## src/atab2t_pkg.sv

```systemverilog
// Shared widths, register indexes and task-file byte constants for the block-to-taskfile unit.
package atab2t_pkg;

	localparam int BLOCK_W = 28;	// width of the block number port
	localparam int HC_W    = 5;	// head count register width
	localparam int SPT_W   = 8;	// sectors per track register width
	localparam int PC_W    = HC_W + SPT_W;	// sectors per cylinder width
	localparam int HEAD_W  = HC_W;	// head index out of the second divider

	localparam logic [HC_W-1:0] MAX_HEADS = 5'd16;

	localparam logic [7:0] DH_LBA_BASE = 8'he0;
	localparam logic [7:0] DH_CHS_BASE = 8'ha0;
	localparam logic [7:0] DH_SLAVE    = 8'h10;
	localparam logic [7:0] CMD_READ    = 8'h20;
	localparam logic [7:0] CMD_WRITE   = 8'h30;

	typedef enum logic [1:0] {
		REG_LBA_MODE    = 2'd0,
		REG_DRIVE_SLAVE = 2'd1,
		REG_HEAD_COUNT  = 2'd2,
		REG_SPT         = 2'd3
	} cfg_reg_t;

endpackage

```

## src/atab2t_div_cell.sv

```systemverilog
// One restoring-division step cell: takes one dividend bit, emits one quotient bit.
module atab2t_div_cell #(
	parameter int RW = 13,
	parameter int XW = 28,
	parameter int SW = 29
) (
	input  logic          clk,
	input  logic          arst_n,
	input  logic          en,
	input  logic          up_valid,
	input  logic [RW-1:0] up_rem,
	input  logic [XW-1:0] up_x,
	input  logic [SW-1:0] up_side,
	input  logic [RW-1:0] divisor,
	output logic          dn_valid,
	output logic [RW-1:0] dn_rem,
	output logic [XW-1:0] dn_x,
	output logic [SW-1:0] dn_side
);

	logic [RW:0]   trial;
	logic [RW:0]   diff;
	logic          ge;
	logic [RW-1:0] rem_n;
	logic [XW-1:0] x_n;
	logic          valid_q;
	logic [RW-1:0] rem_q;
	logic [XW-1:0] x_q;
	logic [SW-1:0] side_q;

	// x shifts dividend bits out the top and quotient bits in at the bottom
	always_comb begin
		trial = {up_rem, up_x[XW-1]};
		diff  = trial - {1'b0, divisor};
		ge    = (trial >= {1'b0, divisor});
		rem_n = ge ? diff[RW-1:0] : trial[RW-1:0];
		x_n   = {up_x[XW-2:0], ge};
	end

	always_ff @(posedge clk or negedge arst_n) begin
		if (!arst_n) begin
			valid_q <= 1'b0;
		end else if (en) begin
			valid_q <= up_valid;
		end
	end

	always_ff @(posedge clk) begin
		if (en) begin
			rem_q  <= rem_n;
			x_q    <= x_n;
			side_q <= up_side;
		end
	end

	assign dn_valid = valid_q;
	assign dn_rem   = rem_q;
	assign dn_x     = x_q;
	assign dn_side  = side_q;

endmodule

```

## src/atab2t_div_chain.sv

```systemverilog
// Row of division step cells giving quotient and remainder of an XW-bit dividend.
module atab2t_div_chain #(
	parameter int RW = 13,
	parameter int XW = 28,
	parameter int SW = 29
) (
	input  logic          clk,
	input  logic          arst_n,
	input  logic          en,
	input  logic          up_valid,
	input  logic [RW-1:0] up_rem,
	input  logic [XW-1:0] up_x,
	input  logic [SW-1:0] up_side,
	input  logic [RW-1:0] divisor,
	output logic          dn_valid,
	output logic [RW-1:0] dn_rem,
	output logic [XW-1:0] dn_x,
	output logic [SW-1:0] dn_side
);

	logic          valid_w [0:XW];
	logic [RW-1:0] rem_w   [0:XW];
	logic [XW-1:0] x_w     [0:XW];
	logic [SW-1:0] side_w  [0:XW];

	assign valid_w[0] = up_valid;
	assign rem_w[0]   = up_rem;
	assign x_w[0]     = up_x;
	assign side_w[0]  = up_side;

	for (genvar i = 0; i < XW; i++) begin : g_cell
		atab2t_div_cell #(
			.RW(RW),
			.XW(XW),
			.SW(SW)
		) u_cell (
			.clk     (clk),
			.arst_n  (arst_n),
			.en      (en),
			.up_valid(valid_w[i]),
			.up_rem  (rem_w[i]),
			.up_x    (x_w[i]),
			.up_side (side_w[i]),
			.divisor (divisor),
			.dn_valid(valid_w[i+1]),
			.dn_rem  (rem_w[i+1]),
			.dn_x    (x_w[i+1]),
			.dn_side (side_w[i+1])
		);
	end

	assign dn_valid = valid_w[XW];
	assign dn_rem   = rem_w[XW];
	assign dn_x     = x_w[XW];
	assign dn_side  = side_w[XW];

endmodule

```

## src/ata_block_to_taskfile_unit.sv

```systemverilog
// Top level: block number to ATA task-file bytes, LBA or CHS, one item per cycle.
// Path from accepted item to result valid:
// one cell per quotient bit of block / (heads * sectors), five cells for the head
// index, then the output register. Throughput is one item per cycle; the whole row
// of cells holds only while the output register keeps a stalled result.
// Reset clears all valid bits and loads lba_mode=1, drive_slave=0, 16 heads, 63 sectors.
module ata_block_to_taskfile_unit #(
	parameter int BLOCK_BITS = 28
) (
	input  logic                          clk,
	input  logic                          arst_n,
	input  logic                          cfg_valid,
	output logic                          cfg_ready,
	input  logic [1:0]                    cfg_index,
	input  logic [7:0]                    cfg_data,
	input  logic                          item_valid,
	output logic                          item_stall,
	input  logic [atab2t_pkg::BLOCK_W-1:0] block_number,
	input  logic                          is_write,
	output logic                          result_valid,
	input  logic                          result_stall,
	output logic [7:0]                    sector_number,
	output logic [7:0]                    cylinder_low,
	output logic [7:0]                    cylinder_high,
	output logic [7:0]                    drive_head,
	output logic [7:0]                    command_code,
	output logic                          out_of_range
);

	import atab2t_pkg::*;

	localparam int SWA = BLOCK_BITS + 1;
	localparam int SWB = 2 * BLOCK_BITS + 1;

	logic              lba_mode_q;
	logic              drive_slave_q;
	logic [HC_W-1:0]   head_count_q;
	logic [SPT_W-1:0]  spt_q;
	logic [PC_W-1:0]   per_cyl;
	logic              en;

	logic              a_valid;
	logic [PC_W-1:0]   a_rem;
	logic [BLOCK_BITS-1:0] a_x;
	logic [SWA-1:0]    a_side;

	logic              b_valid;
	logic [SPT_W-1:0]  b_rem;
	logic [HEAD_W-1:0] b_x;
	logic [SWB-1:0]    b_side;

	logic [BLOCK_W-1:0] blk_ext;
	logic [BLOCK_W-1:0] cyl_ext;
	logic              wr;
	logic [7:0]        sel;
	logic [7:0]        sect_n;
	logic [7:0]        cyl_lo_n;
	logic [7:0]        cyl_hi_n;
	logic [7:0]        dh_n;
	logic              oor_n;

	logic              valid_q;
	logic [7:0]        sect_q;
	logic [7:0]        cyl_lo_q;
	logic [7:0]        cyl_hi_q;
	logic [7:0]        dh_q;
	logic [7:0]        cmd_q;
	logic              oor_q;

	// config port
	assign cfg_ready = 1'b1;

	always_ff @(posedge clk or negedge arst_n) begin
		if (!arst_n) begin
			lba_mode_q    <= 1'b1;
			drive_slave_q <= 1'b0;
			head_count_q  <= MAX_HEADS;
			spt_q         <= 8'd63;
		end else if (cfg_valid && cfg_ready) begin
			unique case (cfg_reg_t'(cfg_index))
				REG_LBA_MODE:    lba_mode_q    <= cfg_data[0];
				REG_DRIVE_SLAVE: drive_slave_q <= cfg_data[0];
				REG_HEAD_COUNT:  head_count_q  <= cfg_data[HC_W-1:0];
				REG_SPT:         spt_q         <= cfg_data[SPT_W-1:0];
			endcase
		end
	end

	assign per_cyl = PC_W'(head_count_q) * PC_W'(spt_q);

	// the row only holds when a finished result is stalled
	assign item_stall = valid_q && result_stall;
	assign en         = !item_stall;

	// block / sectors-per-cylinder
	atab2t_div_chain #(
		.RW(PC_W),
		.XW(BLOCK_BITS),
		.SW(SWA)
	) u_cyl_div (
		.clk     (clk),
		.arst_n  (arst_n),
		.en      (en),
		.up_valid(item_valid),
		.up_rem  ('0),
		.up_x    (block_number[BLOCK_BITS-1:0]),
		.up_side ({is_write, block_number[BLOCK_BITS-1:0]}),
		.divisor (per_cyl),
		.dn_valid(a_valid),
		.dn_rem  (a_rem),
		.dn_x    (a_x),
		.dn_side (a_side)
	);

	// remainder / sectors-per-track; the quotient is below 32, so the top
	// bits of the remainder already sit below the divisor
	atab2t_div_chain #(
		.RW(SPT_W),
		.XW(HEAD_W),
		.SW(SWB)
	) u_head_div (
		.clk     (clk),
		.arst_n  (arst_n),
		.en      (en),
		.up_valid(a_valid),
		.up_rem  (a_rem[PC_W-1:HEAD_W]),
		.up_x    (a_rem[HEAD_W-1:0]),
		.up_side ({a_side, a_x}),
		.divisor (spt_q),
		.dn_valid(b_valid),
		.dn_rem  (b_rem),
		.dn_x    (b_x),
		.dn_side (b_side)
	);

	always_comb begin
		wr      = b_side[SWB-1];
		blk_ext = BLOCK_W'(b_side[2*BLOCK_BITS-1:BLOCK_BITS]);
		cyl_ext = BLOCK_W'(b_side[BLOCK_BITS-1:0]);
		sel     = drive_slave_q ? DH_SLAVE : 8'h00;
		if (lba_mode_q) begin
			sect_n   = blk_ext[7:0];
			cyl_lo_n = blk_ext[15:8];
			cyl_hi_n = blk_ext[23:16];
			dh_n     = DH_LBA_BASE | sel | {4'h0, blk_ext[27:24]};
			oor_n    = 1'b0;
		end else if (head_count_q == '0 || spt_q == '0) begin
			sect_n   = 8'h00;
			cyl_lo_n = 8'h00;
			cyl_hi_n = 8'h00;
			dh_n     = DH_CHS_BASE | sel;
			oor_n    = 1'b1;
		end else begin
			sect_n   = b_rem + 8'd1;
			cyl_lo_n = cyl_ext[7:0];
			cyl_hi_n = cyl_ext[15:8];
			dh_n     = DH_CHS_BASE | sel | {4'h0, b_x[3:0]};
			oor_n    = (|cyl_ext[BLOCK_W-1:16]) || (head_count_q > MAX_HEADS);
		end
	end

	always_ff @(posedge clk or negedge arst_n) begin
		if (!arst_n) begin
			valid_q <= 1'b0;
		end else if (en) begin
			valid_q <= b_valid;
		end
	end

	always_ff @(posedge clk) begin
		if (en) begin
			sect_q   <= sect_n;
			cyl_lo_q <= cyl_lo_n;
			cyl_hi_q <= cyl_hi_n;
			dh_q     <= dh_n;
			cmd_q    <= wr ? CMD_WRITE : CMD_READ;
			oor_q    <= oor_n;
		end
	end

	assign result_valid  = valid_q;
	assign sector_number = sect_q;
	assign cylinder_low  = cyl_lo_q;
	assign cylinder_high = cyl_hi_q;
	assign drive_head    = dh_q;
	assign command_code  = cmd_q;
	assign out_of_range  = oor_q;

endmodule
```

## config.mk

```make
export PLATFORM = sky130hd
export DESIGN_NAME = ata_block_to_taskfile_unit
export DESIGN_NICKNAME = d
export VERILOG_FILES = /design/src/atab2t_pkg.sv /design/src/atab2t_div_cell.sv /design/src/atab2t_div_chain.sv /design/src/ata_block_to_taskfile_unit.sv
export SDC_FILE = /design/constraint.sdc
export NUM_CORES = 2
export LEC_CHECK = 0
export BUFFER_PORTS_ARGS = -buffer_cell sky130_fd_sc_hd__buf_4
export CAP_MARGIN = 20
export CORE_MARGIN = 2
export CORE_UTILIZATION = 55
export DETAILED_ROUTE_END_ITERATION = 8
export PLACE_DENSITY = 0.71
export SYNTH_ARGS = -nofsm -noshare
export SYNTH_HDL_FRONTEND = slang
export SYNTH_SLANG_ARGS = --single-unit
```

## constraint.sdc

```tcl
create_clock -name clk -period 247.2 [get_ports clk]
set_input_delay 49.44 -clock clk [delete_from_list [all_inputs] [get_ports clk]]
set_output_delay 49.44 -clock clk [all_outputs]
set_load 0.02 [all_outputs]
```

==> flow_summary.yaml <==
cts:
  clock_path_buffers: 3
  clk_latency_ns: 0.83
  cts_buffers: 197
  cts_sinks: 2008
  root_buffer: "clkbuf_16"
  cts_resized: 0
  cts_tree: "yes"
  htreeDepth: 4
  cts_hold_buf: 0
  clk_pin_slew_worst_paths_ns: 0.06
  post_cts_buffers: 0
drt:
  vias_per_cell: 5.56
  postRouteAntennaNets: 0
  vias: 42992
  finalWirelength_um: 141000
  drt_iter0_markers: 2955
  wire_per_inst_um: 18.2
  drt-pass1-iter-count: 5
  drc: 0
floorplanning:
  initial_utilization: 0.552
  num_rows: 144
  io_pins: 88
  die_y_um: 397
  die_area_um2: 157000
  core_region_area_um2: 154000
  die_w_um: 397
sta:
  period_minus_slack_ns: 99.52
  final.setup_skew_ns: 0.0623
  hold-worst-slack_ns: 0.370
  slew_violations: 0
  period_share: 0.403
  hold_viol: 0
  worst_slew_pin_slew_ns: 1.05
  fmax_mhz: 10.0
  setup-tns-final_ns: 0
  finalSetupViolations: 0
  slew_headroom: 0.303
  rsz0062_at_grt: "false"
final_layout:
  nets: 5996
  stdcell_area_um2: 94700
  layout-drive-gt1-share: 0.138
  areaGrowthSynthToFinish_pct: 11.6
  final_util: 0.616
placement:
  port_buffers: 77
  postPlaceCellArea_um2: 88000
  place_congestion: 0.876
  dp_hpwl_um: 87600
setup_path:
  rrSetupSlack_ns: 239.31
  cp.required_ns: 197.76
  critPathBufInv: 3
  crit_type: "input pin to output port"
  cp_max_fo: 17
  crit_path_end_kind: "output port"
  r2r_cells: 19
  crit_top_cell: "buf_4"
  crit_path_max_incr_delay_ns: 0.26
  worstSetupStartpointType: "input pin"
  r2r_start: "spt_q[0]"
  crit_path_cell_trace: "buf_4 -> nand2_4 -> inv_1 -> buf_4"
  r2r-end: "u_cyl_div.g_cell[1].u_cell.dn_rem[6]"
  crit_slowest_cell: "nand2_4"
  path_delay_family: "buffers and inverters"
  arrival_ns: 50.08
global_routing:
  antenna_found_initial: 0
  grt_pass1_wl_um: 224000
  grt_use_total: 0.179
  grt_pass1_vias: 42555
  grt_max_degree: 198
  overflow: 0
yosys:
  yosysTopAreaCellShare: 0.693
  ys_warn_count: 0
  syn_area_per_cell_um2: 16.1
  synth-xor-area-share: 0.0286
  synth_top_family_by_area: "adder cells"
  netlist_area_um2: 84800
  synth_top_cell_by_area: "edfxtp_1"
  synthArstFlopShare: 0.0244
  synth_mux_area_frac: 0.0460
  ys.flop_type: "edfxtp_1"
  synth_simple_gate_area_frac: 0.0556
  synth_compound_area_frac: 0.0719
  synth_seq_cells: 2008
  ys_types: 91
  synth_cells: 5267
  synthAdderAreaFrac: 0.0743
  synth_edf_count: 1959
  yosys-top-cells-area: "edfxtp_1, ha_1, mux2_2"
  ys_seq_area_frac: 0.708
job:
  cap_violations: 0
worst_hold_path:
  holdPathStages: 0
  hold_class: "flip-flop to flip-flop"
  hp-start: "u_cyl_div.g_cell[18].u_cell.dn_x[21]"
  min_to: "u_cyl_div.g_cell[19].u_cell.dn_x[22]"
outcome:
  outcome: "finished, final reports clean"
-- metrics by stage --
| stage | setup WS [ns] | instances |
|---|---|---|
| 2_1_floorplan | 86.47 | 5275 |
| 3_3_place_gp | 147.63 | 7356 |
| 3_5_place_dp | 147.63 | 7358 |
| 4_1_cts | 147.63 | 7727 |
| 5_1_grt | 147.63 | 7728 |
| 6_report | 147.68 | 7729 |
-- area by class of cell --
cell class / count / area [um^2]
timing repair buffer: 124 / 1010
sequential: 2008 / 60100
clock inverter: 126 / 1510
inverter: 218 / 818
antenna: 1 / 2.50
clock buffer: 243 / 5150
fill: 11029 / 59000
tap: 2044 / 2560
multi-input combinational: 2965 / 23600
-- cell usage after synthesis (all sizes together) (22+ instances only) --
cell type and number:
a21o 67, fa 50, inv 218, o31ai 22, or2 36, o21a 63, nor2 245, nor3 83
a31oi 48, or3 24, o21bai 22, nor4 22, nor2b 55, clkbuf 26, o21ai 168, a21boi 28
a21oi 279, a211oi 31, xnor2 174, maj3 44, dfrtp 41, mux2 302, nand2b 34, nand3 86
o211ai 28, nand2 199, nand4 45, mux2i 41, edfxtp 1959, o31a 25, xor2 101, ha 388
buf 58, and2 41
-- worst reg2reg max path, cell delays in order (launching register included) --
cell,delay [ns]
dfstp_2,0.75
nand2_1,0.15
fa_1,0.54
fa_1,0.53
fa_1,0.57
inv_1,0.05
ha_1,0.35
nor2b_1,0.17
o31ai_1,0.34
a21oi_1,0.13
o22ai_1,0.33
or4b_2,0.63
o211a_1,0.15
buf_4,0.28
ha_1,0.57
or3b_2,0.46
o31ai_1,0.44
o211ai_1,0.14
nand3_1,0.61
mux2_2,0.43
-- worst max path at each step --
stage | startpoint | endpoint | slack, ns | depth (start not counted)
2_1_floorplan | result_stall | item_stall | 86.47 | 3
3_3_place_gp | result_stall | item_stall | 147.63 | 4
3_5_place_dp | result_stall | item_stall | 147.63 | 4
4_1_cts | result_stall | item_stall | 147.63 | 4
5_1_grt | result_stall | item_stall | 147.63 | 4
6_report | result_stall | item_stall | 147.68 | 4
-- per-layer routing --
layer,vias up,wire (um),global-route usage,share of wire
met2,920,69200,0.303,0.49
met4,0,5030,0.0727,0.036
met5,-,0,0,0
li1,20830,-,-,-
met1,20941,60900,0.232,0.43
met3,301,5820,0.0287,0.041
-- cell families after synthesis --
| group | count (synthesis) |
|---|---|
| AO/OA/AOI/OAI | 911 |
| XOR/XNOR | 275 |
| flip-flops | 2008 |
| multiplexers | 343 |
| adder cells (fa/ha/maj) | 482 |
| AND/OR/NAND/NOR | 944 |
| other | 2 |
| buffers and inverters | 302 |
-- flip-flops by register name (all words and copies together) (netlist names), 5 cells and up --
| register | flops |
|---|---|
| cylinder_high | 8 |
| cylinder_low | 8 |
| drive_head | 6 |
| head_count_q | 5 |
| sector_number | 8 |
| spt_q | 8 |
| u_cyl_div.g_cell.u_cell.dn_rem | 364 |
| u_cyl_div.g_cell.u_cell.dn_side | 461 |
| u_cyl_div.g_cell.u_cell.dn_valid | 28 |
| u_cyl_div.g_cell.u_cell.dn_x | 757 |
| u_head_div.g_cell.u_cell.dn_rem | 40 |
| u_head_div.g_cell.u_cell.dn_side | 285 |
| u_head_div.g_cell.u_cell.dn_valid | 5 |
| u_head_div.g_cell.u_cell.dn_x | 20 |
-- placed cells by master (no fill, tap or decap), types with 25 or more instances in the layout --
cell          n
fa_1         50
o31a_1       25
ha_1        388
nand2b_1     34
xnor2_1     172
and2_1       41
nand2_1     198
nor2_1      244
clkbuf_1     43
nand4_1      45
clkinv_1     39
nand3_1      86
buf_4       117
o21ai_0     158
inv_1       216
nor2b_1      55
edfxtp_1   1959
mux2_2      241
a21o_1       66
mux2_1       37
mux2i_1      41
nor3_1       83
o211ai_1     28
a21oi_1     268
clkbuf_16   199
xor2_1       95
a211oi_1     25
a31oi_1      48
clkinv_2     27
o21a_1       63
maj3_1       39
or2_2        35
dfrtp_1      41
Power is left out: the tool's default activity adds up to more than one toggle a clock period on the data nets, which glitch-free logic cannot reach.
